**src/rtl/bdt_ram.sv**
```systemverilog
`default_nettype none

module bdt_ram #(
  parameter int unsigned WIDTH = 8,
  parameter int unsigned DEPTH = 16
) (
  input  wire logic                     clk_i,
  input  wire logic                     we_i,
  input  wire logic [$clog2(DEPTH)-1:0] waddr_i,
  input  wire logic [WIDTH-1:0]         wdata_i,
  input  wire logic [$clog2(DEPTH)-1:0] raddr_i,
  output logic      [WIDTH-1:0]         rdata_o
);

  logic [WIDTH-1:0] mem [DEPTH];

  // write port
  always_ff @(posedge clk_i) begin
    if (we_i) begin
      mem[waddr_i] <= wdata_i;
    end
  end

  // registered read port
  always_ff @(posedge clk_i) begin
    rdata_o <= mem[raddr_i];
  end

endmodule

`default_nettype wire

```
**config.mk**
```make
export PLATFORM = sky130hd
export DESIGN_NAME = bdt_ram
export DESIGN_NICKNAME = d
export VERILOG_FILES = /design/src/rtl/bdt_ram.sv
export SDC_FILE = /design/constraint.sdc
export NUM_CORES = 1
export LEC_CHECK = 0
export ABC_AREA = 1
export ABC_CLOCK_PERIOD_IN_PS = 3000
export BUFFER_PORTS_ARGS = -buffer_cell sky130_fd_sc_hd__buf_2
export CORE_MARGIN = 5
export CORE_UTILIZATION = 50
export CTS_BUF_LIST = sky130_fd_sc_hd__clkbuf_8
export DETAILED_ROUTE_END_ITERATION = 12
export HOLD_SLACK_MARGIN = 0.02
export PLACE_DENSITY_LB_ADDON = 0.2
export SYNTH_ARGS = -nofsm -noshare
export SYNTH_HDL_FRONTEND = slang
export SYNTH_SLANG_ARGS = --single-unit
```
**constraint.sdc**
```tcl
create_clock -name clk_i -period 3 [get_ports clk_i]
set_clock_uncertainty 0.1 [all_clocks]
set_input_delay 0.75 -clock clk_i [delete_from_list [all_inputs] [get_ports clk_i]]
set_output_delay 0.75 -clock clk_i [all_outputs]
set_load 0.005 [all_outputs]
```
* After elaboration in Yosys (flattened, before gate mapping)
Memory sizes are Yosys's and may differ from the RTL's. A register that Yosys moved wholly into a read port is not among the register bits.
Cells that the tools add are included.
** Word-level totals
- Register bits after elaboration :: 0
- RAM bits :: 128
- Input port bits :: 18
- Word-level logic and storage cells :: 3
- Memories :: 1
** Cells by class
- Multiplexer cells :: 2
** Memories
- mem :: words 16, width 8, rd ports 1, clocked after memory_dff 1, write ports 1, line 15 : logic [WIDTH-1:0] mem [DEPTH];
** Operator list (count)
- 2-to-1 mux 1 bit :: 2

* Logic depth before layout (Yosys ltp)
Gate-level depths: netlist of run 1.
- Depth in word-level cells :: 2
- Mapped depth :: 8
- Mapped depth without buffers :: 7

* Worst setup path before layout of run 1
No wires, ideal clock.
- Path type :: input to register
- Start point :: input port waddr_i[2]
- End point :: memory mem[10][0], enable pin
- Arrival time :: 1.331 ns
- Required time :: 2.530 ns
- Slack :: 1.199 ns
- Stages on the path :: 2
- Buffers on the path :: 0
- Cells stage by stage :: nand3b_1 nor2_1
** RTL lines
- start, declared :: line 9 : input wire logic [$clog2(DEPTH)-1:0] waddr_i,
- end, declared :: line 15
Straight into the memory's write port.

==> flow_metrics.tcl, run 1 <==
set metrics [dict create \
    yosysMostFrequentCell "nand2_1" \
    initial_core_util_pct 50.7 \
    synth.top_cells.by_count "nand2_1, edfxtp_1, inv_1" \
    critPathArrivalTime_ns 2.03 \
    antenna_found_initial 0 \
    grt_max_degree 65 \
    power-per-cell-area_mw_per_mm2 621 \
    slew_violations 0 \
    r2r_cells 6 \
    setup_slack_ns 1.19 \
    synth_fp_nets 569 \
    cts_root_buf "clkbuf_8" \
    vias 3820 \
    status "finished clean" \
    criticalPathCategory "primary input to flip-flop" \
    post_cts_buffers 0 \
    nNetsFinal 603 \
    intPower_mw 3.16 \
    layout_worst_path_cycle_share_pct 60.2 \
    drc 0 \
    cp_data_required_time_ns 3.23 \
    viasPerCell 5.16 \
    portBuffers 25 \
    yosys.area.top_type "edfxtp_1" \
    core_area_mm2 0.0114 \
    start_kind "primary input" \
    utilization_pct 56.7 \
    syn_to_final_growth_pct 11.8 \
    p_switching_mw 0.845 \
    setup_tns_ns 0 \
    die_y_um 117 \
    netlist_instances 551 \
    hold_viol 0 \
    yosys_most_used_dff "edfxtp_1" \
    ys_seq_area_share_pct 69.4 \
    min_period_ns 1.81 \
    setup_viol 0 \
    netlist_area_mm2 0.00577 \
    grt_pass1_vias 3495 \
    relSlewSlack_pct 43.8 \
    swShare_pct 21.1 \
    whs_path_depth 6 \
    antenna_cells 0 \
    cts_made_buffers 17 \
    hold_buffers 0 \
    drive_gt1_share_pct 11.0 \
    max_clock_freq_mhz 554 \
    worst_ir_drop_vdd_v 0.000296 \
    min_delay_worst_endpoint "rdata_o[2]$_DFF_P_" \
    grt_use_total_pct 18.6 \
    rr_endpoint "rdata_o[6]$_DFF_P_" \
    synth_cell_type_count 12 \
    netlist.area_leader.share_pct 66.7 \
    cts_num_sinks 136 \
    rows 39 \
    nFillCells 1008 \
    syn_area_per_cell_um2 10.5 \
    multi_input_area_mm2 0.00121 \
    grt_first_pass_wirelength_mm 19.5 \
    grt-ovfl-total 0 \
    worstPathMaxFanout 64 \
    drt_iter0_markers 393 \
    tightest_slew_ns 0.840 \
    tritoncts "done" \
    dr.pass1.iters 5 \
    cts_resized 0 \
    die_w_um 117 \
    dp_hpwl_mm 7.57 \
    combPwrFrac_pct 6.2 \
    rr_startpoint "mem[7][6]$_DFFE_PP_" \
    detail-route-antenna-nets 0 \
    yosys_warnings 0 \
    p_leak_nw 2.82 \
    power.share.sequential_pct 53.3 \
    synth_area_leaders "edfxtp_1, nand2_1, nand3_1, inv_1, dfxtp_1" \
    crit_path_end_kind "flip-flop" \
    clk_pin_slew_ns 0.07 \
    cap_violations 0 \
    ff_latch_area_mm2 0.00400 \
    gp_congestion 0.808 \
    dp_slack_ns 0.766 \
    synth_edf_count 128 \
    synth-async-reset-ratio_pct 0 \
    die_area_mm2 0.0138 \
    rsz0062_at_grt "false" \
    ys_seq_elements 136 \
    min_path_type "flip-flop to flip-flop" \
    clk_latency_ns 0.44 \
    hp-start "mem[12][2]$_DFFE_PP_" \
    routed_wl_mm 12.5 \
    regToRegSetupSlack_ns 1.85 \
    htreeDepth 4 \
    ios 26 \
    clkPwrFrac_pct 40.5 \
    post_drt_wl_per_cell_um 16.9 \
    clockBufferDepth 2 \
]
[worst max-delay path: stages]
cell and delay (ns):
buf_2 0.10, buf_4 0.55, nand2_1 0.15, nand3_1 0.12
nand3_1 0.09, nand3_1 0.17, nand2_1 0.08
[flip-flops by register name, indices dropped and copies added, names as in the netlist]
register,flops
mem,128
rdata_o,8
[through the flow]
step                power (mW)  instance area, um^2  hold WS [ns]  instances
floorplan                 2.32                 5770         0.507        551
global placement          2.42                 6020         0.557        709
detailed placement        2.43                 6020         0.558        709
CTS                       4.02                 6450         0.563        741
global route              4.15                 6450         0.558        741
finish                    4.00                 6450         0.571        741
[cells in the final DEF (no fill, tap or decap)]
| cell type | netlist | routed |
|---|---|---|
| bufinv_16 | 0 | 5 |
| clkinv_2 | 0 | 3 |
| nand3_1 | 97 | 97 |
| clkbuf_8 | 0 | 17 |
| buf_2 | 13 | 25 |
| clkinv_1 | 0 | 4 |
| buf_12 | 0 | 1 |
| inv_2 | 2 | 2 |
| nand2_1 | 173 | 173 |
| edfxtp_1 | 128 | 128 |
| inv_1 | 100 | 103 |
| buf_4 | 4 | 13 |
| nor2_1 | 17 | 17 |
| dfxtp_1 | 8 | 8 |
| nand3b_1 | 2 | 2 |
[cell type report]
cell class	instances	area share, %
sequential	136	62.1
timing repair buffer	39	3.76
inverter	102	5.94
tap	143	2.78
multi-input combinational	289	18.8
clock inverter	15	2.97
clock buffer	17	3.63
[per-layer routing]
layer | wire length (um) | GRT usage (%) | part of all wire [%]
met1 | 5610 | 26.9 | 45
met2 | 5820 | 27.3 | 47
met3 | 916 | 5.10 | 7.3
met4 | 157 | 6.02 | 1.3
met5 | 0 | 0 | 0
[cell families after synthesis]
logic type,Yosys count,share of synthesized area [%]
and+or+nand+nor,289,21.0
DFF,136,69.4
buffers and inverters,126,9.52
[power groups by stage]
stage / registers (mW) / logic [mW] / clock network (mW)
after floorplan: 2.18 / 0.150 / 0
after global placement: 2.17 / 0.248 / 0
after detailed placement: 2.18 / 0.250 / 0
after CTS: 2.13 / 0.251 / 1.64
after global routing: 2.14 / 0.279 / 1.74
final: 2.13 / 0.249 / 1.62
[worst max-delay path by stage]
stage                                  start                    to  slack (ns)  depth (start not counted)
after detailed placement          waddr_i[1]   mem[1][3]$_DFFE_PP_        0.77                          4
final                             raddr_i[0]    rdata_o[6]$_DFF_P_        1.19                          7
after global routing              waddr_i[2]   mem[1][0]$_DFFE_PP_        1.12                          4
after CTS                 rdata_o[4]$_DFF_P_            rdata_o[4]        1.19                          1
after floorplan                   waddr_i[2]  mem[10][0]$_DFFE_PP_        1.20                          2
after global placement            raddr_i[0]    rdata_o[4]$_DFF_P_        0.75                          7
No activity file was read; power rests on OpenSTA's default activity.
==> inputs of run 2 (changes only) <==
--- a/config.mk
+++ b/config.mk
@@ -6,7 +6,7 @@
 export NUM_CORES = 1
 export LEC_CHECK = 0
 export ABC_AREA = 1
-export ABC_CLOCK_PERIOD_IN_PS = 3000
+export ABC_CLOCK_PERIOD_IN_PS = 1800
 export BUFFER_PORTS_ARGS = -buffer_cell sky130_fd_sc_hd__buf_2
 export CORE_MARGIN = 5
 export CORE_UTILIZATION = 50
==> constraint.sdc (replaced) <==
create_clock -name clk_i -period 1.8 [get_ports clk_i]
set_clock_uncertainty 0.1 [all_clocks]
set_input_delay 0.45 -clock clk_i [delete_from_list [all_inputs] [get_ports clk_i]]
set_output_delay 0.45 -clock clk_i [all_outputs]
set_load 0.005 [all_outputs]
==> flow_metrics.tcl, run 2 (synthesis gave the netlist of run 1 again) <==
set metrics [dict create \
    cts_root_buf "clkbuf_8" \
    layout_worst_path_cycle_share_pct 83.1 \
    drc 0 \
    dp_hpwl_mm 8.54 \
    intPower_mw 4.81 \
    cap_violations 0 \
    portBuffers 25 \
    grt_use_total_pct 19.4 \
    max_clock_freq_mhz 669 \
    clkPwrFrac_pct 35.6 \
    setup_tns_ns 0 \
    post_cts_buffers 0 \
    swShare_pct 22.7 \
    antenna_found_initial 0 \
    cts_made_buffers 17 \
    critPathArrivalTime_ns 0.95 \
    slew_violations 0 \
    crit_path_end_kind "primary output" \
    grt_pass1_vias 3900 \
    ios 26 \
    hold_ws_ns 0.333 \
    combPwrFrac_pct 7.1 \
    regMostFlops "mem" \
    routed_wl_mm 12.8 \
    biggestRegsByFlops "mem: 128 flops, rdata_o: 8 flops" \
    grt_first_pass_wirelength_mm 20.7 \
    p_leak_nw 2.88 \
    core_area_mm2 0.0114 \
    largest_register_ffs 128 \
    gp_congestion 0.848 \
    nFillCells 991 \
    die_w_um 117 \
    power.share.sequential_pct 57.2 \
    clockBufferDepth 2 \
    hold_buffers 0 \
    cts_num_sinks 136 \
    rows 39 \
    syn_to_final_growth_pct 13.1 \
    p_switching_mw 1.41 \
    cp_data_required_time_ns 1.25 \
    nNetsFinal 620 \
    relSlewSlack_pct 75.2 \
    final_common_cell "nand2_1" \
    tritoncts "done" \
    clk_latency_ns 0.43 \
    htreeDepth 4 \
    status "finished clean" \
    criticalPathCategory "flip-flop to primary output" \
    initial_core_util_pct 50.7 \
    detail-route-antenna-nets 0 \
    post_drt_wl_per_cell_um 16.9 \
    clk_pin_slew_ns 0.07 \
    die_y_um 117 \
    viasPerCell 5.10 \
    final_cell_mix "nand2_1, edfxtp_1, inv_1, nand3_1, buf_4" \
    worstPathMaxFanout 1 \
    drive_gt1_share_pct 14.2 \
    grt_max_degree 43 \
    critPathMaxStageDelay_ns 0.38 \
    die_area_mm2 0.0138 \
    crit_family "flip-flops" \
    grt-ovfl-total 0 \
    cp_slowest_cell "dfxtp_1" \
    path_cells "buf_2" \
    setup_viol 0 \
    drt_iter0_markers 307 \
    min_path_type "primary input to flip-flop" \
    cts_resized 0 \
    antenna_cells 0 \
    rsz0062_at_grt "false" \
    min_period_ns 1.50 \
    vias 3858 \
    tightest_slew_ns 0.372 \
    worst_ir_drop_vdd_v 0.000457 \
    power-per-cell-area_mw_per_mm2 953 \
    dr.pass1.iters 5 \
    start_kind "flip-flop" \
    critical_path_buf_inv_count 1 \
    hold_viol 0 \
    dp_slack_ns 0.132 \
    setup_slack_ns 0.304 \
]
==> run 2: worst paths after layout <==
path | to | depth (start not counted) | slack [ns] | from
setup / recovery | rdata_o[4] | 1 | 0.30 | rdata_o[4]$_DFF_P_
hold / removal | mem[1][5]$_DFFE_PP_ | 1 | 0.33 | wdata_i[5]
setup reg to reg | rdata_o[2]$_DFF_P_ | 6 | 0.68 | mem[1][2]$_DFFE_PP_
hold reg to reg | rdata_o[3]$_DFF_P_ | 6 | 0.57 | mem[10][3]$_DFFE_PP_
==> run 2: routing by layer <==
| layer | vias to the layer above | wire [um] | global-route usage, % |
|---|---|---|---|
| met2 | 126 | 6110 | 30.3 |
| met3 | 31 | 755 | 5.29 |
| met5 | - | 0 | 0 |
| met1 | 1833 | 5580 | 25.7 |
| met4 | 0 | 335 | 8.12 |
| li1 | 1868 | - | - |
==> run 2: power by group through the flow <==
stage / logic, mW / registers (mW) / clock network (mW)
global placement: 0.436 / 3.63 / 0
floorplan: 0.250 / 3.63 / 0
detailed placement: 0.447 / 3.63 / 0
finish: 0.444 / 3.56 / 2.22
CTS: 0.449 / 3.56 / 2.25
global route: 0.496 / 3.56 / 2.41
==> run 2: cell type report <==
cell class	instances	area (um^2)	area share, %
clock buffers	19	262	4.01
clock inverters	12	87.6	1.34
inverters	102	383	5.87
multi-input cells	289	1210	18.6
flip-flops and latches	136	4000	61.4
well taps	143	179	2.74
repair buffers	56	395	6.06
==> run 2: per-stage QoR <==
step / power, mW / util (%) / std cells / instance area, um^2
after floorplan: 3.87 / - / 551 / 5770
final: 6.22 / 57.4 / 757 / 6520
after global routing: 6.47 / 57.4 / 757 / 6520
after detailed placement: 4.08 / 54.3 / 726 / 6170
after global placement: 4.06 / 54.3 / 726 / 6170
after CTS: 6.26 / 57.4 / 757 / 6520
==> inputs of run 3 (changes only) <==
--- a/config.mk
+++ b/config.mk
@@ -6,7 +6,7 @@
 export NUM_CORES = 1
 export LEC_CHECK = 0
 export ABC_AREA = 1
-export ABC_CLOCK_PERIOD_IN_PS = 1800
+export ABC_CLOCK_PERIOD_IN_PS = 1400
 export BUFFER_PORTS_ARGS = -buffer_cell sky130_fd_sc_hd__buf_2
 export CORE_MARGIN = 5
 export CORE_UTILIZATION = 50
==> constraint.sdc (replaced) <==
create_clock -name clk_i -period 1.4 [get_ports clk_i]
set_clock_uncertainty 0.1 [all_clocks]
set_input_delay 0.35 -clock clk_i [delete_from_list [all_inputs] [get_ports clk_i]]
set_output_delay 0.35 -clock clk_i [all_outputs]
set_load 0.005 [all_outputs]
==> flow_metrics.tcl, run 3 (synthesis gave the netlist of run 1 again) <==
set metrics [dict create \
    status "finished clean" \
    hold_ws_ns 0.217 \
    tightest_slew_ns 0.357 \
    antenna_found_initial 0 \
    cp_data_required_time_ns 0.95 \
    post_cts_buffers 0 \
    worst_ir_drop_vdd_v 0.000628 \
    post_drt_wl_per_cell_um 17.0 \
    slew_violations 0 \
    grt_use_total_pct 19.4 \
    stdcell_count 757 \
    clockBufferDepth 2 \
    biggestRegsByFlops "mem: 128 flops, rdata_o: 8 flops" \
    setup_tns_ns 0 \
    min_period_ns 1.35 \
    dp_hpwl_mm 7.96 \
    r2r_cells 6 \
    grt_max_degree 65 \
    criticalPathCategory "flip-flop to primary output" \
    regMostFlops "mem" \
    ios 26 \
    rr_startpoint "mem[1][2]$_DFFE_PP_" \
    max_clock_freq_mhz 742 \
    routed_wl_mm 12.9 \
    min_delay_worst_endpoint "mem[0][1]$_DFFE_PP_" \
    dr.pass1.iters 5 \
    grt-ovfl-total 0 \
    initial_core_util_pct 50.7 \
    cts_num_sinks 136 \
    power-per-cell-area_mw_per_mm2 1310 \
    drt_iter0_markers 432 \
    clk_latency_ns 0.44 \
    rsz0062_at_grt "false" \
    hp-start "wdata_i[1]" \
    largest_register_ffs 128 \
    worstPathMaxFanout 1 \
    final_cell_mix "nand2_1, edfxtp_1, inv_1, nand3_1, buf_2" \
    place_area_mm2 0.00620 \
    hold_viol 0 \
    relSlewSlack_pct 76.2 \
    crit_family "flip-flops" \
    crit_path_end_kind "primary output" \
    rr_endpoint "rdata_o[2]$_DFF_P_" \
    syn_to_final_growth_pct 15.5 \
    nNetsFinal 619 \
    stdcell_area_mm2 0.00666 \
    layout_worst_path_cycle_share_pct 96.3 \
    setup_viol 0 \
    detail-route-antenna-nets 0 \
    drive_gt1_share_pct 14.7 \
    cts_root_buf "clkbuf_8" \
    antenna_cells 0 \
    clk_pin_slew_ns 0.08 \
    die_y_um 117 \
    htreeDepth 4 \
    gp_congestion 0.811 \
    grt_pass1_vias 3873 \
    path_cells "buf_2" \
    portBuffers 25 \
    grt_first_pass_wirelength_mm 20.7 \
    final_common_cell "nand2_1" \
    drc 0 \
    hold_buffers 0 \
    critPathMaxStageDelay_ns 0.35 \
    placedCellCount 725 \
    finalPower_mw 8.75 \
    rows 39 \
    die_area_mm2 0.0138 \
    critPathArrivalTime_ns 0.90 \
    min_path_type "primary input to flip-flop" \
    vias 3906 \
    core_area_mm2 0.0114 \
    cts_made_buffers 17 \
    regToRegSetupSlack_ns 0.27 \
    critical_path_buf_inv_count 1 \
    whs_path_depth 1 \
    viasPerCell 5.16 \
    start_kind "flip-flop" \
    cp_slowest_cell "dfxtp_2" \
    tritoncts "done" \
    cap_violations 0 \
    cts_resized 1 \
    die_w_um 117 \
    p_leak_nw 2.91 \
]
run 3: cell count changes in the layout (fill, tap and decap cells not counted), sizes merged:
| cell | delta |
|---|---|
| buf | -1 |
| bufinv | +3 |
| clkinv | -6 |
| clkinvlp | +3 |
| inv | +1 |
run 3: layout make-up:
type | instances | area (um^2)
fillers | 979 | 4710
flip-flops and latches | 136 | 4010
multi-input cells | 289 | 1210
repair buffers | 55 | 425
inverters | 102 | 383
clock buffers | 19 | 262
clock inverters | 13 | 193
well taps | 143 | 179
run 3: report_power, final:
group | leakage (nW) | internal [mW] | switching (mW)
Combinational | 1.47 | 0.193 | 0.392
Clock | 0.212 | 2.05 | 1.55
Sequential | 1.22 | 4.55 | 0.0252
run 3: per-layer routing:
layer / track usage, % / vias up / share of wire (%) / wire length (um)
li1: - / 1870 / - / -
met5: 0 / - / 0 / 0
met4: 7.25 / 0 / 2.2 / 278
met2: 31.5 / 145 / 48 / 6200
met1: 25.7 / 1863 / 44 / 5660
met3: 4.43 / 28 / 5.6 / 724
run 3: stage by stage:
step | setup WS [ns] | utilization, %
2_1_floorplan | -0.000845 | -
3_3_place_gp | -0.109 | 54.6
3_5_place_dp | -0.147 | 54.6
4_1_cts | 0.0245 | 58.6
5_1_grt | 0.00501 | 58.6
6_report | 0.0522 | 58.6
run 3: how the worst max path moves through the flow:
| stage | from | to | slack, ns | cells after the start |
|---|---|---|---|---|
| after detailed placement | raddr_i[0] | rdata_o[2]$_DFF_P_ | -0.15 | 7 |
| after global routing | rdata_o[6]$_DFF_P_ | rdata_o[6] | 0.005 | 1 |
| after floorplan | waddr_i[3] | mem[4][0]$_DFFE_PP_ | -0.0008 | 2 |
| after CTS | rdata_o[6]$_DFF_P_ | rdata_o[6] | 0.02 | 1 |
| after global placement | raddr_i[0] | rdata_o[2]$_DFF_P_ | -0.11 | 7 |
| final | rdata_o[6]$_DFF_P_ | rdata_o[6] | 0.05 | 1 |
