===== src/rtl/bdt_pkg.sv =====
`default_nettype none

package bdt_pkg;

  // width used for all dimension compares (holds up to 2047)
  localparam int unsigned DIMW = 11;

  // distance field and cell word layout: source, unreached, distance
  localparam int unsigned DIST_W   = 9;
  localparam int unsigned CELL_W   = 11;
  localparam int unsigned CELL_UNR = 9;
  localparam int unsigned CELL_SRC = 10;
  localparam logic [DIST_W-1:0] DIST_SAT = 9'd511;

  // configuration register width and index width
  localparam int unsigned CFG_DW = 9;
  localparam int unsigned CFG_IW = 1;

  typedef enum logic [1:0] {
    REQ_LOAD = 2'd0,
    REQ_WALK = 2'd1,
    REQ_READ = 2'd2
  } req_e;

  typedef enum logic [CFG_IW-1:0] {
    CFG_ROW_COUNT = 1'b0,
    CFG_COL_COUNT = 1'b1
  } cfg_e;

  typedef enum logic [3:0] {
    ST_IDLE,
    ST_LOAD,
    ST_READ,
    ST_INIT,
    ST_INIT_END,
    ST_POP,
    ST_CTR,
    ST_CWAIT,
    ST_NBR,
    ST_DONE
  } state_e;

  // neighbor visit order
  typedef enum logic [2:0] {
    NB_LEFT  = 3'd0,
    NB_RIGHT = 3'd1,
    NB_UP    = 3'd2,
    NB_DOWN  = 3'd3,
    NB_END   = 3'd4
  } nb_e;

  // one result word handed to the output register
  typedef struct packed {
    logic [DIST_W-1:0] distance;
    logic              unreached;
    logic              done_res;
  } res_t;

endpackage

`default_nettype wire


===== src/rtl/bdt_ctrl.sv =====
`default_nettype none

module bdt_ctrl
  import bdt_pkg::*;
#(
  parameter int unsigned MAX_ROWS = 256,
  parameter int unsigned MAX_COLS = 256,
  localparam int unsigned RW   = $clog2(MAX_ROWS),
  localparam int unsigned CW   = $clog2(MAX_COLS),
  localparam int unsigned AW   = RW + CW,
  localparam int unsigned QAW  = $clog2(MAX_ROWS * MAX_COLS),
  localparam int unsigned RCW  = $clog2(MAX_ROWS + 1),
  localparam int unsigned CCW  = $clog2(MAX_COLS + 1)
) (
  input  wire logic              clk_i,
  input  wire logic              rst_ni,
  // request side
  input  wire logic              in_valid_i,
  output logic                   in_ready_o,
  input  wire logic [1:0]        in_req_i,
  input  wire logic [7:0]        in_row_i,
  input  wire logic [7:0]        in_col_i,
  input  wire logic              in_pixel_i,
  // active region
  input  wire logic [RCW-1:0]    row_count_i,
  input  wire logic [CCW-1:0]    col_count_i,
  // result side
  output logic                   res_valid_o,
  output res_t                   res_o,
  input  wire logic              res_free_i,
  // cell memory
  output logic                   cell_we_o,
  output logic [AW-1:0]          cell_waddr_o,
  output logic [CELL_W-1:0]      cell_wdata_o,
  output logic [AW-1:0]          cell_raddr_o,
  input  wire logic [CELL_W-1:0] cell_rdata_i,
  // frontier queue memory
  output logic                   q_we_o,
  output logic [QAW-1:0]         q_waddr_o,
  output logic [AW-1:0]          q_wdata_o,
  output logic [QAW-1:0]         q_raddr_o,
  input  wire logic [AW-1:0]     q_rdata_i
);

  localparam int unsigned QCW = $clog2(MAX_ROWS * MAX_COLS + 1);

  state_e            state_q, state_d;
  logic [RW-1:0]     row_q, row_d;
  logic [CW-1:0]     col_q, col_d;
  logic              px_q, px_d;
  logic              oor_q, oor_d;
  logic              pend_q, pend_d;
  logic [AW-1:0]     pend_addr_q, pend_addr_d;
  nb_e               nb_q, nb_d;
  logic [DIST_W-1:0] nd_q, nd_d;
  logic [QCW-1:0]    head_q, head_d;
  logic [QCW-1:0]    tail_q, tail_d;

  logic              in_arr_ok;
  logic              in_region;
  logic [AW-1:0]     in_addr;
  logic [AW-1:0]     cur_addr;
  logic              last_col;
  logic              last_row;
  logic              nb_ok;
  logic [RW-1:0]     nb_row;
  logic [CW-1:0]     nb_col;
  logic [AW-1:0]     nb_addr;
  logic [DIST_W-1:0] ctr_dist;
  logic [DIST_W-1:0] nd_next;
  logic              q_empty;

  // request address checks
  assign in_arr_ok = (DIMW'(in_row_i) < DIMW'(MAX_ROWS)) && (DIMW'(in_col_i) < DIMW'(MAX_COLS));
  assign in_region = (DIMW'(in_row_i) < DIMW'(row_count_i))
                  && (DIMW'(in_col_i) < DIMW'(col_count_i));
  assign in_addr   = {RW'(in_row_i), CW'(in_col_i)};
  assign cur_addr  = {row_q, col_q};

  // raster sweep end detection
  assign last_col = (DIMW'(col_q) + DIMW'(1)) == DIMW'(col_count_i);
  assign last_row = (DIMW'(row_q) + DIMW'(1)) == DIMW'(row_count_i);

  // next distance, saturating
  assign ctr_dist = cell_rdata_i[DIST_W-1:0];
  assign nd_next  = (ctr_dist == DIST_SAT) ? DIST_SAT : ctr_dist + DIST_W'(1);
  assign q_empty  = (head_q == tail_q);

  // neighbor address and bounds
  always_comb begin
    nb_ok  = 1'b0;
    nb_row = row_q;
    nb_col = col_q;
    case (nb_q)
      NB_LEFT: begin
        nb_ok  = (col_q != '0);
        nb_col = col_q - CW'(1);
      end
      NB_RIGHT: begin
        nb_ok  = (DIMW'(col_q) + DIMW'(1)) < DIMW'(col_count_i);
        nb_col = col_q + CW'(1);
      end
      NB_UP: begin
        nb_ok  = (row_q != '0);
        nb_row = row_q - RW'(1);
      end
      NB_DOWN: begin
        nb_ok  = (DIMW'(row_q) + DIMW'(1)) < DIMW'(row_count_i);
        nb_row = row_q + RW'(1);
      end
      default: begin
        nb_ok = 1'b0;
      end
    endcase
  end

  assign nb_addr = {nb_row, nb_col};

  // next state
  always_comb begin
    state_d = state_q;
    case (state_q)
      ST_IDLE: begin
        if (in_valid_i) begin
          case (req_e'(in_req_i))
            REQ_LOAD: begin
              if (in_arr_ok) state_d = ST_LOAD;
            end
            REQ_WALK: state_d = ST_INIT;
            REQ_READ: state_d = ST_READ;
            default:  state_d = ST_IDLE;
          endcase
        end
      end
      ST_LOAD:     state_d = ST_IDLE;
      ST_READ: begin
        if (res_free_i) state_d = ST_IDLE;
      end
      ST_INIT: begin
        if (last_col && last_row) state_d = ST_INIT_END;
      end
      ST_INIT_END: state_d = ST_POP;
      ST_POP:      state_d = q_empty ? ST_DONE : ST_CTR;
      ST_CTR:      state_d = ST_CWAIT;
      ST_CWAIT:    state_d = ST_NBR;
      ST_NBR: begin
        if (nb_q == NB_END) state_d = ST_POP;
      end
      ST_DONE: begin
        if (res_free_i) state_d = ST_IDLE;
      end
      default:     state_d = ST_IDLE;
    endcase
  end

  // datapath and memory control
  always_comb begin
    row_d        = row_q;
    col_d        = col_q;
    px_d         = px_q;
    oor_d        = oor_q;
    pend_d       = pend_q;
    pend_addr_d  = pend_addr_q;
    nb_d         = nb_q;
    nd_d         = nd_q;
    head_d       = head_q;
    tail_d       = tail_q;
    in_ready_o   = 1'b0;
    res_valid_o  = 1'b0;
    res_o        = '0;
    cell_we_o    = 1'b0;
    cell_waddr_o = pend_addr_q;
    cell_wdata_o = '0;
    cell_raddr_o = cur_addr;
    q_we_o       = 1'b0;
    q_waddr_o    = tail_q[QAW-1:0];
    q_wdata_o    = pend_addr_q;
    q_raddr_o    = head_q[QAW-1:0];
    case (state_q)
      ST_IDLE: begin
        in_ready_o   = 1'b1;
        cell_raddr_o = in_addr;
        if (in_valid_i) begin
          row_d = RW'(in_row_i);
          col_d = CW'(in_col_i);
          px_d  = in_pixel_i;
          oor_d = !in_region;
          if (req_e'(in_req_i) == REQ_WALK) begin
            row_d  = '0;
            col_d  = '0;
            head_d = '0;
            tail_d = '0;
            pend_d = 1'b0;
          end
        end
      end
      // keep the unreached and distance bits, replace the source bit
      ST_LOAD: begin
        cell_we_o    = 1'b1;
        cell_waddr_o = cur_addr;
        cell_wdata_o = {px_q, cell_rdata_i[CELL_UNR:0]};
      end
      ST_READ: begin
        if (res_free_i) begin
          res_valid_o = 1'b1;
          if (oor_q || cell_rdata_i[CELL_UNR]) begin
            res_o.unreached = 1'b1;
          end else begin
            res_o.distance = cell_rdata_i[DIST_W-1:0];
          end
        end
      end
      // seed sweep: one read and one write-back per cycle
      ST_INIT, ST_INIT_END: begin
        if (pend_q) begin
          cell_we_o    = 1'b1;
          cell_wdata_o = {cell_rdata_i[CELL_SRC], !cell_rdata_i[CELL_SRC], DIST_W'(0)};
          if (cell_rdata_i[CELL_SRC]) begin
            q_we_o = 1'b1;
            tail_d = tail_q + QCW'(1);
          end
        end
        if (state_q == ST_INIT) begin
          pend_d      = 1'b1;
          pend_addr_d = cur_addr;
          if (last_col) begin
            col_d = '0;
            if (!last_row) row_d = row_q + RW'(1);
          end else begin
            col_d = col_q + CW'(1);
          end
        end else begin
          pend_d = 1'b0;
        end
      end
      ST_POP: begin
        if (!q_empty) head_d = head_q + QCW'(1);
      end
      ST_CTR: begin
        row_d        = q_rdata_i[AW-1:CW];
        col_d        = q_rdata_i[CW-1:0];
        cell_raddr_o = q_rdata_i;
      end
      ST_CWAIT: begin
        nd_d   = nd_next;
        nb_d   = NB_LEFT;
        pend_d = 1'b0;
      end
      // check the neighbor read last cycle, issue the next one
      ST_NBR: begin
        if (pend_q && cell_rdata_i[CELL_UNR]) begin
          cell_we_o    = 1'b1;
          cell_wdata_o = {cell_rdata_i[CELL_SRC], 1'b0, nd_q};
          q_we_o       = 1'b1;
          tail_d       = tail_q + QCW'(1);
        end
        if (nb_q == NB_END) begin
          pend_d = 1'b0;
        end else begin
          nb_d         = nb_e'(nb_q + 3'd1);
          pend_d       = nb_ok;
          pend_addr_d  = nb_addr;
          cell_raddr_o = nb_addr;
        end
      end
      ST_DONE: begin
        if (res_free_i) begin
          res_valid_o    = 1'b1;
          res_o.done_res = 1'b1;
        end
      end
      default: begin
        pend_d = 1'b0;
      end
    endcase
  end

  // control state
  always_ff @(posedge clk_i or negedge rst_ni) begin
    if (!rst_ni) begin
      state_q <= ST_IDLE;
      pend_q  <= 1'b0;
      head_q  <= '0;
      tail_q  <= '0;
      nb_q    <= NB_LEFT;
    end else begin
      state_q <= state_d;
      pend_q  <= pend_d;
      head_q  <= head_d;
      tail_q  <= tail_d;
      nb_q    <= nb_d;
    end
  end

  // payload
  always_ff @(posedge clk_i) begin
    row_q       <= row_d;
    col_q       <= col_d;
    px_q        <= px_d;
    oor_q       <= oor_d;
    pend_addr_q <= pend_addr_d;
    nd_q        <= nd_d;
  end

endmodule

`default_nettype wire


===== config.mk =====
export PLATFORM = sky130hd
export DESIGN_NAME = bdt_ctrl
export DESIGN_NICKNAME = d
export VERILOG_FILES = /design/src/rtl/bdt_pkg.sv /design/src/rtl/bdt_ctrl.sv
export SDC_FILE = /design/constraint.sdc
export NUM_CORES = 1
export LEC_CHECK = 0
export BUFFER_PORTS_ARGS = -buffer_cell sky130_fd_sc_hd__buf_2
export CORE_MARGIN = 5
export CORE_UTILIZATION = 59
export DETAILED_ROUTE_END_ITERATION = 10
export PLACE_DENSITY = 0.91
export SETUP_SLACK_MARGIN = 0.15
export SYNTH_ARGS = -nofsm -noshare
export SYNTH_HDL_FRONTEND = slang
export SYNTH_SLANG_ARGS = --single-unit

===== constraint.sdc =====
create_clock -name clk_i -period 5.1 [get_ports clk_i]
set_input_delay 0.51 -clock clk_i [delete_from_list [all_inputs] [get_ports clk_i]]
set_output_delay 0.51 -clock clk_i [all_outputs]
set_load 0.1 [all_outputs]

## Yosys cells after proc, flatten, opt, wreduce, memory -nomap -nowiden

Index checks and enable logic that the tools add are counted.
Widths: inputs -> output; s select.

| word-level totals | value |
|---|---|
| bits in registers | 85 |
| bits of input ports | 68 |
| output and inout port bits | 106 |
| logic and storage cells | 145 |

| operators by class | value |
|---|---|
| add/subtract/negate cells | 10 |
| order comparisons | 4 |
| equal/unequal tests | 32 |
| mux-type cells | 59 |
| bitwise logic cells | 1 |
| reduce and logical (&&, ||, !) cells | 28 |

Operator list:

| operator | number |
|---|---|
| $mux 17 | 6 |
| $mux 8 | 9 |
| $mux 16 | 4 |
| $pmux 17 s3 | 1 |
| $pmux 16 s3 | 1 |
| $pmux 8 s3 | 2 |
| $add 17x1->17 const B | 2 |
| $pmux 17 s2 | 1 |
| $pmux 11 s3 | 1 |
| $pmux 16 s2 | 1 |
| $pmux 4 s8 | 1 |
| $pmux 8 s2 | 2 |
| $ne 2x2->1 const B | 12 |
| $eq 11x9->1 | 2 |
| $mux 11 | 2 |
| $mux 10 | 2 |
| $mux 4 | 5 |
| $add 8x1->9 const B | 2 |
| $lt 8x9->1 | 2 |
| $lt 9x9->1 | 2 |
| $eq 17x17->1 | 1 |
| $add 8x1->8 const B | 2 |
| $eq 4x3->1 const B | 4 |
| $reduce_bool 8->1 | 2 |
| other kinds (37) | 65 |

## Depth between registers and ports, before layout

Gate-level depths: netlist of run 1.

| logic depth | value |
|---|---|
| depth in word-level cells | 6 |
| depth in mapped cells | 12 |
| gate-level depth less buffers | 11 |

## Worst setup path after synthesis of run 1

Ideal clock, no wire load.

| path | value |
|---|---|
| path kind | register to output |
| start point | register nb_q[0] |
| end point | output cell_raddr_o[5] |
| data arrival time | 3890 ps |
| data required time | 4590 ps |
| slack | 700 ps |
| cell stages (with the launch flop) | 10 |
| buffers on the path | 1 |
| cell sequence | dfrtp_1 -> inv_1 -> ha_1 -> nand2b_1 -> clkbuf_1 -> or4_1 -> nor3_1 -> a211o_1 -> nand2_1 -> o21ai_0 |

| between the ends | value |
|---|---|
| word-level cells in the longest chain between the ends | 4 |
| elaborated cells between the ends (all ways) | 6 |
| those cells by class | 2 x eq/ne; 3 x mux; 1 x reduce/logical |

RTL lines:

| item | RTL line | text |
|---|---|---|
| start: declaration | bdt_ctrl.sv:54 | `nb_e nb_q, nb_d;` |
| start signal: assignment | bdt_ctrl.sv:291 | `nb_q <= nb_d;` |
| $eq 3x1->1 or $logic_not 3->1 (tied branches) | bdt_ctrl.sv:94 | `case (nb_q)` |
| $pmux 8 s2 | bdt_ctrl.sv:94 |  |
| $mux 16 * | bdt_ctrl.sv:257 | `if (nb_q == NB_END) begin` |
| $pmux 16 s3 * | bdt_ctrl.sv:179 | `case (state_q)` |
| end: declaration | bdt_ctrl.sv:35 | `output logic [AW-1:0] cell_raddr_o,` |

Mark *: on every way between the ends. The rest lies on a longest branch, timed or not.

## Final worst setup path of run 1

| path | value |
|---|---|
| start point | register state_q[3] |
| end point | output cell_raddr_o[8] |

| between the ends | value |
|---|---|
| word-level cells in the longest chain between the ends | 2 |
| elaborated cells between the ends (all ways) | 4 |
| those cells by class | 2 x eq/ne; 1 x mux; 1 x reduce/logical |

RTL lines:

| item | RTL line | text |
|---|---|---|
| start: declaration | bdt_ctrl.sv:47 | `state_e state_q, state_d;` |
| start signal: assignment | bdt_ctrl.sv:287 | `state_q <= state_d;` |
| $eq 4x4->1 (tied with other cells) | bdt_ctrl.sv:179 |  |
| $pmux 16 s3 * | bdt_ctrl.sv:179 |  |

Marked as above.

==> summary.txt, run 1 <==
GRT
  • Vias in the first global route: 6574
  • Largest net degree at the start of global routing: 43
  • First-pass GRT wire length: 32700 um
  • Gr ovfl total: 0
  • Total Routing Usage GR: 0.277
  • Initial antenna violation count: 0

Synthesis
  • Synth Instances: 838
  • Synth Warn #: 0
  • Syn nets: 954
  • Post-synth ARST share: 0.494
  • Sequential share of the synthesized area: 0.327
  • Synthesized flop and latch total: 85
  • Avg Inst Size Synth: 8.56 um2
  • Post-synth cell types: 66
  • Post-synth EDFFs: 43
  • Prevailing post-synth register cell: edfxtp_1
  • Syn Std Cell Area: 0.00717 mm2

Die
  • Top-Level Pins: 174
  • Die Y-Extent: 120 um
  • Core Area: 0.0120 mm2
  • Die ar.: 0.0145 mm2
  • Die Wd: 120 um
  • Initial Util: 0.599
  • Row count: 40

Min path
  • Min-delay worst type: input pin to asynchronous set/reset pin

Critical path
  • CP arrival: 3.54 ns
  • CP Max Fanout: 29
  • Nature of the critical path startpoint: flop
  • R2R Path End: state_q[0]$_DFFE_PN0P_
  • FF-to-FF path depth: 11
  • Setup Crit Path Kind: flop to primary output
  • R2R Setup Slk: 1.79 ns
  • Worst R2R Start: row_q[0]$_DFFE_PP_
  • CP Data Required Time: 4.59 ns
  • Worst setup EP type: primary output

Clocking
  • Root buffer cell: clkbuf_16
  • Setup Fix Bufs, Post-CTS: 0
  • Post-CTS Hold Buffers: 0
  • Worst skew pair latency: 0.34 ns
  • Htree depth: 3
  • CTS resizes: 0
  • Clock Tree Buf Depth: 2
  • CTS tree: built
  • Clock sinks: 85
  • Clock slew at reported path FFs: 0.06 ns
  • CTS buffer count: 9

Detailed routing
  • Total number of vias: 7029
  • Post-DR vias/cell: 6.40
  • Drt first pass iters: 10
  • Final wirelength: 20500 um
  • ANT nets after route: 0
  • Initial drt markers: 901
  • Drt wl/cell: 18.7 um
  • DRC violations left: 0

STA
  • Max Clk Rate: 247 MHz
  • Final setup vio count: 0
  • Max-slew headroom: 0.361
  • Clock Skew: 0.00751 ns
  • Post-route clock period utilization: 0.795
  • Final worst path period need: 4.05 ns
  • RSZ-0062 raised after global routing: no
  • Setup TNS Final: 0 ns
  • Fin. Hold Viols: 0
  • Max-slew violation count: 0
  • Worst slew pin tran: 0.959 ns

Final layout
  • N_diodes: 0
  • Most frequent cells in the layout: buf_2 (173), nand2_1 (98), o21ai_0 (55)
  • Commonest non-fill, non-tap cell in the layout: buf_2
  • Share of layout cells above drive strength 1: 0.238
  • Synthesis-to-layout area growth: 13.4%
  • Nets@finish: 1063

Place
  • IO Port Bufs: 173
  • Gpl congestion: 0.991
  • Post-DP HPWL: 15200 um

Run status
  • Status: finished, final reports clean

Run
  • Max-cap violations: 0
final cells by class:
cell class / instances / area [um2]
multi-input combinational: 624 / 4220
fill: 949 / 3830
sequential: 85 / 2340
timing repair buffer: 180 / 918
clock buffer: 11 / 264
tap: 147 / 184
inverter: 47 / 176
clock inverter: 5 / 28.8
flip-flops by register name, summed over array words and instances (netlist names):
name,flops
col_q,8
nb_q,3
row_q,8
state_q,4
px_q,1
pend_q,1
q_wdata_o,16
head_q,17
nd_q,9
oor_q,1
tail_q,17
synthesized netlist by cell type, types with 9 or more instances:
library cell	n	share of area
a21o_1	11	0.012
a21oi_1	39	0.027
a222oi_1	15	0.021
a22o_1	10	0.012
a22oi_1	16	0.017
and2_1	15	0.013
buf_4	34	0.036
clkbuf_1	40	0.021
dfrtp_1	42	0.15
edfxtp_1	43	0.18
ha_1	48	0.084
inv_1	46	0.024
mux2_2	17	0.027
nand2_1	98	0.051
nand2b_1	16	0.014
nand3_1	31	0.022
nand4_1	9	0.0079
nor2_1	37	0.019
nor3_1	27	0.019
o211ai_1	11	0.012
o21ai_0	55	0.038
or3_1	14	0.012
xnor2_1	19	0.023
xor2_1	26	0.032
kinds of logic (layout without fill, tap and decap cells):
group / Yosys count / count (layout) / synth area share
fa+ha+maj: 48 / 48 / 0.0838
buf+inv: 129 / 243 / 0.0873
mux: 25 / 25 / 0.0380
flops: 85 / 85 / 0.327
xor+xnor: 45 / 45 / 0.0550
simple gates: 290 / 290 / 0.203
compound gates: 216 / 216 / 0.207
layer usage:
metal / up-vias / part of all wire / global-route usage
li1: 3278 / - / -
met1: 3196 / 0.39 / 0.361
met2: 490 / 0.47 / 0.457
met3: 65 / 0.11 / 0.0603
met4: 0 / 0.030 / 0.0970
met5: - / 0 / 0
metrics by stage:
step | util | cells | instance area [um2] | hold WS (ns) | setup slack, ns
6_report | 0.680 | 1099 | 8130 | 0.320 | 1.05
5_1_grt | 0.680 | 1099 | 8130 | 0.329 | 0.833
4_1_cts | 0.680 | 1099 | 8130 | 0.333 | 1.16
3_5_place_dp | 0.655 | 1083 | 7840 | 0.568 | 1.55
3_3_place_gp | 0.655 | 1083 | 7840 | 0.538 | 1.61
2_1_floorplan | - | 838 | 7170 | 0.214 | 0.700
worst max path at each step:
stage | cells after the start | startpoint | endpoint
after floorplan | 9 | nb_q[0]$_DFFE_PN0P_ | cell_raddr_o[5]
after global placement | 6 | state_q[3]$_DFFE_PN0P_ | cell_raddr_o[8]
after detailed placement | 6 | state_q[3]$_DFFE_PN0P_ | cell_raddr_o[0]
after CTS | 6 | state_q[3]$_DFFE_PN0P_ | cell_raddr_o[8]
after global routing | 6 | state_q[3]$_DFFE_PN0P_ | cell_raddr_o[8]
final | 6 | state_q[3]$_DFFE_PN0P_ | cell_raddr_o[8]
worst max-delay path: stages (launching register included):
cell,delay (ns)
dfrtp_1,0.72
nor2b_1,0.30
nand2_1,0.56
a21oi_1,0.73
a21oi_1,0.15
o21ai_0,0.26
buf_2,0.48
Power of run 1 is left out: the tool's default activity adds up to more than one toggle a clock period on the data nets, which glitch-free logic cannot reach.
==> run 2: changes to the inputs <==
Settings changed: ABC_AREA from default to 1, CORE_UTILIZATION 59 to 56, PLACE_DENSITY 0.91 to 0.86.
Clock period 5.1 ns to 3.9 ns, I/O delays scaled along.
==> summary.txt, run 2 <==
Detailed routing
  • Drt first pass iters: 5 (-5)
  • DRC violations left: 0 (unchanged)
  • Post-DR vias/cell: 5.64 (-12%)
  • Total number of vias: 8230 (+17%)
  • Initial drt markers: 848 (-5.9%)
  • Drt wl/cell: 16.5 um (-11%)
  • Final wirelength: 24100 um (+18%)
  • ANT nets after route: 0 (unchanged)

Die
  • Die Wd: 127 um (+6.0%)
  • Core Area: 0.0137 mm2 (+15%)
  • Row count: 43 (+7.5%)
  • Die Y-Extent: 127 um (+6.0%)
  • Initial Util: 0.563 (-0.0361)
  • Die ar.: 0.0162 mm2 (+12%)
  • Top-Level Pins: 174 (unchanged)

Synthesis
  • Synth Instances: 1139 (+36%)
  • Most frequent cell after synthesis: nand2_1
  • Post-synth cell types: 48 (-27%)
  • Syn nets: 1255 (+32%)
  • Sequential share of the synthesized area: 0.303 (-0.0236)
  • Post-synth EDFFs: 43 (unchanged)
  • Synthesized flop and latch total: 85 (unchanged)
  • Prevailing post-synth register cell: edfxtp_1
  • Largest cells by area after synthesis: edfxtp_1 (17%), nand2_1 (16%), dfrtp_1 (14%)
  • Post-synth ARST share: 0.494 (unchanged)
  • Syn Std Cell Area: 0.00773 mm2 (+7.8%)
  • Synth Warn #: 0 (unchanged)
  • Synth top area share: 0.167 (-0.0130)
  • Top cells by count, synth: nand2_1 (328), inv_1 (147), nand3_1 (103)
  • Post-synth top area cell: edfxtp_1
  • Avg Inst Size Synth: 6.78 um2 (-21%)

Critical path
  • CP Data Required Time: 3.51 ns (-1.08 ns)
  • CP Max Fanout: 20 (-31%)
  • Setup Crit Path Kind: flop to primary output
  • Worst setup EP type: primary output
  • Max incr delay on CP: 0.48 ns (-0.25 ns)
  • Critical-path cell list: nor2_4 > nand2_1 > buf_4 > inv_1 > nand2_1 > buf_4 > nand3_2 > nor2_1 > buf_2
  • Nature of the critical path startpoint: flop
  • Slowest cell on crit path: dfrtp_1
  • CP arrival: 2.84 ns (-0.70 ns)

Clocking
  • CTS resizes: 0 (unchanged)
  • Worst skew pair latency: 0.35 ns (about the same)
  • CTS buffer count: 9 (unchanged)
  • CTS tree: built
  • Post-CTS Hold Buffers: 0 (unchanged)
  • Clock slew at reported path FFs: 0.07 ns (about the same)
  • Setup Fix Bufs, Post-CTS: 0 (unchanged)
  • Clock Tree Buf Depth: 2 (unchanged)
  • Root buffer cell: clkbuf_16
  • Clock sinks: 85 (unchanged)
  • Htree depth: 3 (unchanged)

STA
  • Max Clk Rate: 310 MHz
  • Max-slew headroom: 0.296 (-0.0654)
  • Final worst path period need: 3.23 ns
  • Hold slack final: 0.210 ns (-0.110 ns)
  • Final setup margin: 0.670 ns (-0.376 ns)
  • Post-route clock period utilization: 0.828
  • Max-slew violation count: 0 (unchanged)
  • RSZ-0062 raised after global routing: no
  • Clock Skew: 0.00820 ns (+0.000688 ns)
  • Setup TNS Final: 0 ns (unchanged)
  • Worst slew pin tran: 1.05 ns (+0.0956 ns)
  • Fin. Hold Viols: 0 (unchanged)
  • Final setup vio count: 0 (unchanged)

GRT
  • Largest net degree at the start of global routing: 43 (unchanged)
  • Total Routing Usage GR: 0.293 (+0.0163)
  • Gr ovfl total: 0 (unchanged)
  • Vias in the first global route: 7588 (+15%)
  • First-pass GRT wire length: 38400 um (+17%)
  • Initial antenna violation count: 0 (unchanged)

Place
  • Pre-CTS WS: 0.990 ns (-0.562 ns)
  • Placement Cell Area: 0.00848 mm2 (+8.3%)
  • IO Port Bufs: 173 (unchanged)
  • Post-DP HPWL: 19200 um (+27%)
  • Gpl congestion: 0.982 (-0.94%)

Pwr
  • Logic pwr share: 0.669
  • Register share of total power: 0.191
  • Switching portion of total power: 0.627
  • Int Power: 2.83 mW
  • Leakage: 4.46 nW
  • Clock power frac: 0.141
  • Switching Power: 4.76 mW
  • PD cells: 858 mW/mm2
  • Worst VDD drop: 560 uV

Min path
  • Min-delay worst type: input pin to asynchronous set/reset pin

Run
  • Max-cap violations: 0 (unchanged)

Final layout
  • # fillers: 1266 (+33%)
  • Most frequent cells in the layout: nand2_1 (328), buf_2 (173), inv_1 (147)
  • Nets@finish: 1390 (+31%)
  • Synthesis-to-layout area growth: 14.6%
  • N_diodes: 0 (unchanged)
  • Commonest non-fill, non-tap cell in the layout: nand2_1
  • Share of layout cells above drive strength 1: 0.184 (-0.0547)
  • Cell area after layout: 0.00885 mm2 (+8.9%)

Run status
  • Status: finished, final reports clean
run 2: cell types whose count changed in the layout (fill, tap and decap cells not counted), moves of 13 or more:
| cell | change |
|---|---|
| a22oi_1 | -16 |
| nand3_1 | +72 |
| and2_1 | -13 |
| or3_1 | -14 |
| mux2_2 | -17 |
| nor2_1 | +56 |
| nand2b_1 | -16 |
| inv_1 | +101 |
| nand2_1 | +230 |
| xnor2_1 | -15 |
| a222oi_1 | -15 |
| o21ai_0 | +25 |
| a21oi_1 | -13 |
run 2: stage by stage:
step | util | cells | power [mW]
6_report | 0.645 | 1459 | 7.59
2_1_floorplan | - | 1139 | 5.54
5_1_grt | 0.645 | 1459 | 7.96
4_1_cts | 0.645 | 1459 | 7.53
3_5_place_dp | 0.618 | 1443 | 6.47
3_3_place_gp | 0.618 | 1443 | 6.44
run 2: path summary, 6_finish.rpt:
path | start | endpoint | slack [ns] | cells past startpoint
setup reg to reg | state_q[2]$_DFFE_PN0P_ | tail_q[2]$_DFFE_PN0P_ | 0.90 | 11
max in group asynchronous | rst_ni | head_q[0]$_DFFE_PN0P_ | 3.05 | 1
min in group clk_i | in_pixel_i | px_q$_DFFE_PP_ | 0.21 | 1
setup / recovery | state_q[2]$_DFFE_PN0P_ | q_we_o | 0.67 | 9
hold reg to reg | tail_q[16]$_DFFE_PN0P_ | tail_q[16]$_DFFE_PN0P_ | 0.57 | 2
hold / removal | rst_ni | tail_q[14]$_DFFE_PN0P_ | 0.21 | 1
run 2: kinds of logic after synthesis:
logic type	synth area share
XOR/XNOR	0.0340
buffers and inverters	0.126
flip-flops	0.303
AND/OR/NAND/NOR	0.336
adder cells (fa/ha/maj)	0.0777
AO/OA/AOI/OAI	0.123
run 2: critical path, delay by kind of cell, from the launching register on:
kind          cells  cell delay [ns]
flops             1             0.48
simple gates      5             0.71
buf+inv           4             1.30
run 2: layer usage:
metal,track usage,vias to the layer above,share of wire
li1,-,3991,-
met1,0.391,3777,0.41
met2,0.483,411,0.47
met3,0.0468,51,0.086
met4,0.107,0,0.028
met5,0,-,0
run 2: cell type report:
class / count / area [um2] / area share
Multi-Input combinational cell: 842 / 4410 / 0.498
Sequential cell: 85 / 2340 / 0.265
Timing Repair Buffer: 180 / 918 / 0.104
Inverter: 156 / 587 / 0.0663
Clock buffer: 11 / 264 / 0.0298
Tap cell: 180 / 225 / 0.0254
Clock inverter: 5 / 104 / 0.0117
run 2: power by group through the flow:
stage	sequential, mW	combinational [mW]	clock [mW]
2_1_floorplan	1.60	3.95	0
3_3_place_gp	1.45	4.99	0
3_5_place_dp	1.45	5.02	0
4_1_cts	1.44	5.03	1.07
5_1_grt	1.47	5.38	1.10
6_report	1.45	5.08	1.07
(Power assumes the default switching activity.)
